## src/rtl/kbc_pkg.sv

```systemverilog
// ----------------------------------------------------------------------------
// kbc_pkg: shared definitions for the keyboard burst classifier
// Field widths, event and reason codes, register indexes, history commands
// and the small helper functions for the modifier test and the age check.
// ----------------------------------------------------------------------------
package kbc_pkg;

    localparam int KEY_W      = 25;
    localparam int KIND_W     = 2;
    localparam int TIME_W     = 48;
    localparam int WIN_W      = 26;
    localparam int REASON_W   = 2;
    localparam int CFG_IDX_W  = 3;
    localparam int CFG_DATA_W = 26;

    localparam int HISTORY_DEPTH_DEF = 32;
    localparam int HELD_SLOTS_DEF    = 16;

    localparam logic [KIND_W-1:0] KIND_PRESS   = 2'd0;
    localparam logic [KIND_W-1:0] KIND_REPEAT  = 2'd1;
    localparam logic [KIND_W-1:0] KIND_RELEASE = 2'd2;

    localparam logic [REASON_W-1:0] REASON_NONE = 2'd0;
    localparam logic [REASON_W-1:0] REASON_PAW  = 2'd1;
    localparam logic [REASON_W-1:0] REASON_HOLD = 2'd2;
    localparam logic [REASON_W-1:0] REASON_WALK = 2'd3;

    localparam logic [CFG_IDX_W-1:0] REG_PAW_KEYS      = 3'd0;
    localparam logic [CFG_IDX_W-1:0] REG_HOLD_REPEATS  = 3'd1;
    localparam logic [CFG_IDX_W-1:0] REG_HOLD_DISTINCT = 3'd2;
    localparam logic [CFG_IDX_W-1:0] REG_WALK_UNIQUE   = 3'd3;
    localparam logic [CFG_IDX_W-1:0] REG_WALK_PRESSES  = 3'd4;
    localparam logic [CFG_IDX_W-1:0] REG_HOLD_WINDOW   = 3'd5;
    localparam logic [CFG_IDX_W-1:0] REG_WALK_WINDOW   = 3'd6;

    localparam logic [4:0]       PAW_KEYS_RST      = 5'd4;
    localparam logic [5:0]       HOLD_REPEATS_RST  = 6'd8;
    localparam logic [5:0]       HOLD_DISTINCT_RST = 6'd2;
    localparam logic [5:0]       WALK_UNIQUE_RST   = 6'd8;
    localparam logic [5:0]       WALK_PRESSES_RST  = 6'd12;
    localparam logic [WIN_W-1:0] HOLD_WINDOW_RST   = 26'd2000000;
    localparam logic [WIN_W-1:0] WALK_WINDOW_RST   = 26'd1000000;

    localparam logic [KEY_W-1:0] MOD_FIRST = 25'h1000020;
    localparam logic [KEY_W-1:0] MOD_LAST  = 25'h1000026;
    localparam logic [KEY_W-1:0] MOD_ALTGR = 25'h1001103;

    localparam int HIST_CMD_W = 3;
    localparam logic [HIST_CMD_W-1:0] HC_IDLE       = 3'd0;
    localparam logic [HIST_CMD_W-1:0] HC_PRUNE      = 3'd1;
    localparam logic [HIST_CMD_W-1:0] HC_APPEND     = 3'd2;
    localparam logic [HIST_CMD_W-1:0] HC_SCAN_START = 3'd3;
    localparam logic [HIST_CMD_W-1:0] HC_SCAN       = 3'd4;

    localparam int HELD_OP_W = 2;
    localparam logic [HELD_OP_W-1:0] HO_NONE   = 2'd0;
    localparam logic [HELD_OP_W-1:0] HO_INSERT = 2'd1;
    localparam logic [HELD_OP_W-1:0] HO_REMOVE = 2'd2;

    typedef struct packed {
        logic [TIME_W-1:0] t;
        logic [KEY_W-1:0]  k;
        logic              flag;
    } hist_entry_t;

    typedef struct packed {
        logic prune_done;
        logic scan_done;
    } hist_stat_t;

    function automatic logic is_modifier(input logic [KEY_W-1:0] k);
        return ((k >= MOD_FIRST) && (k <= MOD_LAST)) || (k == MOD_ALTGR);
    endfunction

    // An entry is too old when its time plus the window is still before now.
    function automatic logic too_old(input logic [TIME_W-1:0] t,
                                     input logic [WIN_W-1:0]  w,
                                     input logic [TIME_W-1:0] now);
        logic [TIME_W:0] sum;
        sum = {1'b0, t} + {{(TIME_W - WIN_W + 1){1'b0}}, w};
        return sum < {1'b0, now};
    endfunction

endpackage

```

## src/rtl/kbc_held.sv

```systemverilog
// ----------------------------------------------------------------------------
// kbc_held: set of non-modifier keys now held down
// Slots with valid bits; insert takes the lowest free slot, remove clears the
// matching slot. A running count of held keys is kept alongside.
// ----------------------------------------------------------------------------
module kbc_held #(
    parameter int SLOTS = kbc_pkg::HELD_SLOTS_DEF
) (
    input  logic                           aclk,
    input  logic                           aresetn,
    input  logic [kbc_pkg::HELD_OP_W-1:0]  op,
    input  logic [kbc_pkg::KEY_W-1:0]      key,
    output logic [$clog2(SLOTS+1)-1:0]     count
);

    localparam int HW = $clog2(SLOTS + 1);

    logic [kbc_pkg::KEY_W-1:0] keys_reg [SLOTS];
    logic [SLOTS-1:0]          valid_reg, valid_next;
    logic [HW-1:0]             count_reg, count_next;
    logic [SLOTS-1:0]          hit, free, first_free;
    logic                      do_ins;

    for (genvar i = 0; i < SLOTS; i++) begin : g_hit
        assign hit[i] = valid_reg[i] && (keys_reg[i] == key);
    end

    assign free       = ~valid_reg;
    assign first_free = free & (~free + 1'b1);
    assign do_ins     = (op == kbc_pkg::HO_INSERT) && !(|hit) && (|free);

    always_comb begin
        valid_next = valid_reg;
        count_next = count_reg;
        if (do_ins) begin
            valid_next = valid_reg | first_free;
            count_next = count_reg + 1'b1;
        end
        if ((op == kbc_pkg::HO_REMOVE) && (|hit)) begin
            valid_next = valid_reg & ~hit;
            count_next = count_reg - 1'b1;
        end
    end

    always_ff @(posedge aclk) begin
        if (!aresetn) begin
            valid_reg <= '0;
            count_reg <= '0;
        end else begin
            valid_reg <= valid_next;
            count_reg <= count_next;
        end
    end

    for (genvar i = 0; i < SLOTS; i++) begin : g_keys
        always_ff @(posedge aclk) begin
            if (do_ins && first_free[i]) begin
                keys_reg[i] <= key;
            end
        end
    end

    assign count = count_reg;

endmodule
```

## config.mk

```make
export PLATFORM = sky130hd
export DESIGN_NAME = kbc_held
export DESIGN_NICKNAME = d
export VERILOG_FILES = /design/src/rtl/kbc_pkg.sv /design/src/rtl/kbc_held.sv
export SDC_FILE = /design/constraint.sdc
export NUM_CORES = 1
export LEC_CHECK = 0
export BUFFER_PORTS_ARGS = -buffer_cell sky130_fd_sc_hd__buf_2
export CAP_MARGIN = 15
export CORE_UTILIZATION = 40
export CTS_CLUSTER_SIZE = 30
export DETAILED_ROUTE_END_ITERATION = 8
export PLACE_DENSITY = 0.64
export RECOVER_POWER = 100
export SETUP_SLACK_MARGIN = 0.15
export SYNTH_ARGS = -nofsm -noshare
export SYNTH_HDL_FRONTEND = slang
export SYNTH_SLANG_ARGS = --single-unit
```

## constraint.sdc

```tcl
create_clock -name aclk -period 4.9 [get_ports aclk]
set_input_delay 0.245 -clock aclk [delete_from_list [all_inputs] [get_ports aclk]]
set_output_delay 0.245 -clock aclk [all_outputs]
set_load 0.01 [all_outputs]
```

* Word level (Yosys, flattened, before mapping) *
Memory sizes are Yosys's and may differ from the RTL's.
Cells that the tools add are included.

storage, ports and cells
  memory bits (writable) = 400
  input bits = 29
  output and inout bits = 5
  memories kept = 1
  word-level logic and storage cells = 165
  register bits after elaboration = 21

operators by class
  $add $sub $neg = 3
  bitwise gates (word level) = 6
  eq/ne operators = 18
  mux-type cells = 81
  reductions and logical operators = 54

memories
  name      words  width  read ports  clocked after Yosys merged registers in  wr ports  RTL line        source
  keys_reg  16     25     16          0                                        1         kbc_held.sv:18  logic [kbc_pkg::KEY_W-1:0] keys_reg [SLOTS];

operator list
  cell                                               number
  == test 25 bit                                     16
  2-to-1 mux 25 bit                                  15
  OR reduction 25 bit                                15
  2-to-1 mux 4 bit                                   15
  NOT 16 bit                                         3
  2-to-1 mux 1 bit                                   47
  logical AND 1 bit                                  35
  bitwise AND 16 bit                                 2
  2-to-1 mux 16 bit                                  2
  OR reduction 16 bit                                2
  adder 16 x 1 -> 16 bit (second input constant)     1
  bitwise OR 16 bit                                  1
  2-to-1 mux 5 bit                                   2
  adder 5 x 1 -> 5 bit (second input constant)       1
  subtractor 5 x 1 -> 5 bit (second input constant)  1
  == test 2 x 1 -> 1 bit (second input constant)     1
  == test 2 bit (second input constant)              1
  nonzero test 2 bit                                 1
  zero test 1 bit                                    1

* Depth between registers and ports, before layout *
  word-level depth = 25
  gate-level depth with buffers = 15
  depth with buffers taken out = 13

* Worst setup path before layout *
Ideal clock, no wire load.

  path type = input -> register
  start = input port key[12] in the netlist's numbering
  end = memory keys_reg[0][125] in the netlist's numbering, enable pin
  path buffers = 3
  data arrival time = 4.498 ns
  slack = -0.077 ns
  data required time = 4.421 ns
  stages = 11
  library setup time = 0.479 ns
  cells stage by stage = buf_2 buf_4 xor2_1 nor3_1 nor3b_1 nand3_1 nand4_1 nor4_2 buf_4 nand2_1 nor4b_1

between the ends
  word-level cells in the longest chain between the ends = 25
  elaborated cells on any way between the ends = 129
  those cells by class = 16 x eq/ne; 62 x mux; 51 x reduce/logical

ends and longest elaborated chain
  element                                                                        RTL line        source
  start, declared                                                                kbc_held.sv:12  input logic [kbc_pkg::KEY_W-1:0] key,
  == test 25 bit                                                                 kbc_held.sv:25  assign hit[i] = valid_reg[i] && (keys_reg[i] == key);
  logical AND 1 bit                                                              kbc_held.sv:25
  OR reduction 16 bit (*)                                                        kbc_held.sv:30  assign do_ins = (op == kbc_pkg::HO_INSERT) && !(|hit) && (|free);
  zero test 1 bit (*)                                                            kbc_held.sv:30
  logical AND 1 bit (*) (2 in series)                                            kbc_held.sv:30
  logical AND 1 bit                                                              kbc_held.sv:57  if (do_ins && first_free[i]) begin
  2-to-1 mux 1 bit                                                               kbc_held.sv:57
  2-to-1 mux 1 bit (implied by the code)                                         kbc_held.sv:58  keys_reg[i] <= key;
  OR reduction 25 bit (no line)                                                  -
  2-to-1 mux 4 bit (no line) or 2-to-1 mux 1 bit (tied branches) (15 in series)  -
  end, declared                                                                  kbc_held.sv:18

Every way passes the cells marked *; elsewhere a longest branch is shown, timed or not.

* Worst setup path after layout *
  start = input port key[2] in the netlist's numbering
  end = memory keys_reg[1][24] in the netlist's numbering, enable pin

The elaborated chain is that of the path after synthesis.

==> qor.log <==
qor: global_route.grt_pass1_wl 71,700 microns
qor: routing.routed_via_density 5.51
qor: setup_path.worstPathRequired 5.10 ns
qor: clocking.cts.path.max_buffers 3
qor: placed_design.buffer_ports.inserted 33
qor: setup_path.worst-path-buf-inv 4
qor: setup_path.worst_setup_path_end_kind flip-flop
qor: floorplan.initial_core_util 40.5%
qor: cells_and_area.synthToLayoutAreaGrowth 13.6%
qor: synth.yosys_warnings 0
qor: synth.async_reset_ff_share 0%
qor: power_and_ir_drop.power_density 364 mW/mm^2
qor: floorplan.num_rows 79
qor: synth.number_of_nets_produced_by_synthesis 1,326
qor: sta.timing.final.max_slew_violations 34
qor: sta.finalHoldViolations 0
qor: power_and_ir_drop.post-layout-total-power 0.00780 W
qor: global_route.initial_antenna_violation_count 1
qor: floorplan.dieArea 0.0480 sq mm
qor: power_and_ir_drop.vdd_drop_max 0.223 mV
qor: worst_hold_path.min-delay-path-class input pin to flip-flop
qor: sta.fin_setup_tns 0 ns
qor: routing.routed_wirelength 47,400 microns
qor: floorplan.placeableCoreArea 0.0466 sq mm
qor: cells_and_area.post_route_cells_drive_above_1_share 9.34%
qor: power_and_ir_drop.switching_share 22.0%
qor: synth.post_synth_num_cell_types 48
qor: routing.drtPass1Iterations 5
qor: clocking.numCtsBuffers 45
qor: synth.post_synth_instance_area 0.0188 sq mm
qor: power_and_ir_drop.share_clk_of_total_power 43.0%
qor: routing.detailedRoute.firstIterationViolations 984
qor: placed_design.gp_congestion 0.865
qor: run_status.status finished with violations
qor: sta.worst_clock_skew 0.0317 ns
qor: clocking.cts.repair_timing.setup_buffer_count 0
qor: setup_path.timing.reg2reg.setup_slack 1.01 ns
qor: routing.route.antenna.remaining_nets 0
qor: synth.synth-edff-count 400
qor: floorplan.io_count 34
qor: clocking.clkSinkCount 421
qor: global_route.grt_max_degree 33
qor: setup_path.critPathKind input pin to flip-flop
qor: synth.synth_ff_type edfxtp_1
qor: synth.synth.yosys.seq_area_share 66.0%
qor: job.max_cap_viol_count 2
qor: setup_path.crit_path_max_fanout 25
qor: floorplan.dieWidth 219 microns
qor: power_and_ir_drop.share_comb_of_total_power 6.2%
qor: routing.routed_wire_length_per_instance 23.4 microns
qor: cells_and_area.design.final.nets 1,410
qor: routing.route.vias.total 11,141
qor: global_route.number_of_global_route_vias_before_repair 11,009
qor: power_and_ir_drop.internal_power 0.00608 W
qor: setup_path.critPathMaxStageDelay 1.13 ns
qor: power_and_ir_drop.relative_contribution_of_sequential_cells_to_total_power 50.8%
qor: clocking.tritoncts yes
qor: sta.max_slew.worst_pin.slew 1.61 ns
qor: setup_path.critical_path.slowest_cell clkbuf_1
qor: cells_and_area.largest_register_ff_count 400
qor: synth.postSynthAreaPerCell 14.6 sq um
qor: setup_path.worstPathCellList clkbuf_1 -> clkbuf_1 -> xor2_1 -> nor3_1 -> nor3b_1 -> nand3_1 -> nand4_1 -> nor4_4 -> nand2_1 -> clkbuf_1 -> nor4_2 -> clkbuf_2
qor: synth.synth-seq-cells 421
qor: clocking.clock_insertion_delay_worst_skew 0.58 ns
qor: setup_path.worstSetupStartpointType input pin
qor: sta.rsz0062_at_grt no
qor: floorplan.die_h 219 microns
qor: routing.drt_drc_violations_left 0
qor: clocking.cts_max_level 2
qor: clocking.cts_root_buffer clkbuf_16
qor: power_and_ir_drop.power.static_leakage 6.39 nW
qor: clocking.path_clk_slew 0.06 ns
qor: placed_design.dp.final_hpwl 31,200 microns
qor: sta.timing.final.crit_share 89.3%
qor: sta.clock.fmax 228 MHz
qor: sta.max-slew-margin-rel -7.60%
qor: setup_path.cp_common_cell clkbuf_1
qor: clocking.post_cts_hold_buffer_count 0
qor: sta.final.min_clock_period 4.38 ns
qor: global_route.grt_ovf 0
qor: synth.netlist_instances 1,293
qor: clocking.cts.repair.resized 0
qor: run_status.violations capacitance limit, slew limit
qor: global_route.globalRouteTotalUtil 20.3%
qor: setup_path.cpLargestDelayFamily buffers and inverters
qor: power_and_ir_drop.netSwitchingPower 0.00172 W
qor: setup_path.critical_path_arrival 4.57 ns
qor: sta.timing.final.setup_violations 0
-- placed cells by master (no fill, tap or decap), types with 11 or more instances in the layout --
cell,netlist,routed
buf_2,28,11
buf_4,26,15
clkinv_2,0,13
xor2_1,65,65
and3_1,21,21
nor4_1,30,29
clkbuf_16,0,47
dfxtp_1,21,21
nor3_1,27,26
buf_12,0,14
nor2_1,37,34
nand2_1,25,25
nand4_1,144,144
nand3_1,33,33
edfxtp_1,400,400
xnor2_1,337,337
clkbuf_1,5,54
-- logic make-up after synthesis --
logic type	after synthesis	share of synthesized area, %
adder cells (fa/ha/maj)	4	0.305
AND/OR/NAND/NOR	349	10.8
XOR/XNOR	402	18.7
AO/OA/AOI/OAI	43	1.93
multiplexers	4	0.212
flip-flops	421	66.0
buffers and inverters	70	2.14
-- worst register-to-register path, delay by kind of cell, from the launching register on --
family,cells,cell delay [ns]
flip-flops,1,0.38
adder cells (fa/ha/maj),1,0.34
AND/OR/NAND/NOR,8,2.33
AO/OA/AOI/OAI,2,0.43
XOR/XNOR,1,0.34
-- synthesized netlist by cell type, types with 21 or more instances --
cell,number,area [sq um]
and3_1,21,131
nor3_1,27,135
xnor2_1,337,2950
nand3_1,33,165
buf_4,26,195
nor2_1,37,139
nand2_1,25,93.8
buf_2,28,140
dfxtp_1,21,420
edfxtp_1,400,12000
xor2_1,65,569
nor4_1,30,188
nand4_1,144,901
-- through the flow --
step / setup WS (ns) / hold slack, ns / cell area [sq um] / util [%] / std cells
final: 0.523 / 0.0262 / 21400 / 46.0 / 2021
after global routing: 0.398 / 0.0536 / 21400 / 46.0 / 2021
after CTS: 1.03 / 0.00768 / 21600 / 46.4 / 2020
after detailed placement: 0.575 / 0.487 / 20200 / 43.3 / 1937
after global placement: 0.638 / 0.476 / 20200 / 43.3 / 1937
after floorplan: 0.0237 / 0.344 / 18900 / - / 1293
-- routing by layer --
metal | global-route usage (%) | vias to the layer above | wire (microns)
met1 | 28.1 | 5676 | 21200
met4 | 6.62 | 0 | 1270
li1 | - | 5030 | -
met3 | 3.09 | 83 | 2540
met2 | 32.7 | 352 | 22300
met5 | 0 | - | 0
-- area by class of cell --
type	count	area [sq um]
clock buffer	58	1260
timing repair buffer	97	677
fill	4043	25100
inverter	10	37.5
sequential	421	12400
multi-input combinational	802	6050
tap	607	759
antenna	1	2.50
clock inverter	25	201
-- worst paths after layout --
kind | depth (start not counted) | start | endpoint
setup reg to reg | 12 | keys_reg[1][156]$_DFFE_PP_ | count[4]$_SDFFE_PN0P_
hold / removal | 3 | aresetn | count[2]$_SDFFE_PN0P_
hold reg to reg | 2 | count[3]$_SDFFE_PN0P_ | count[3]$_SDFFE_PN0P_
setup / recovery | 12 | key[2] | keys_reg[1][24]$_DFFE_PP_
-- power groups by stage --
| stage | registers, W | clock network (W) | logic [W] |
|---|---|---|---|
| 3_5_place_dp | 0.00404 | 0 | 0.000500 |
| 6_report | 0.00396 | 0.00336 | 0.000485 |
| 5_1_grt | 0.00396 | 0.00353 | 0.000521 |
| 2_1_floorplan | 0.00404 | 0 | 0.000288 |
| 3_3_place_gp | 0.00403 | 0 | 0.000492 |
| 4_1_cts | 0.00396 | 0.00341 | 0.000501 |
No activity file was read; power rests on OpenSTA's default activity.
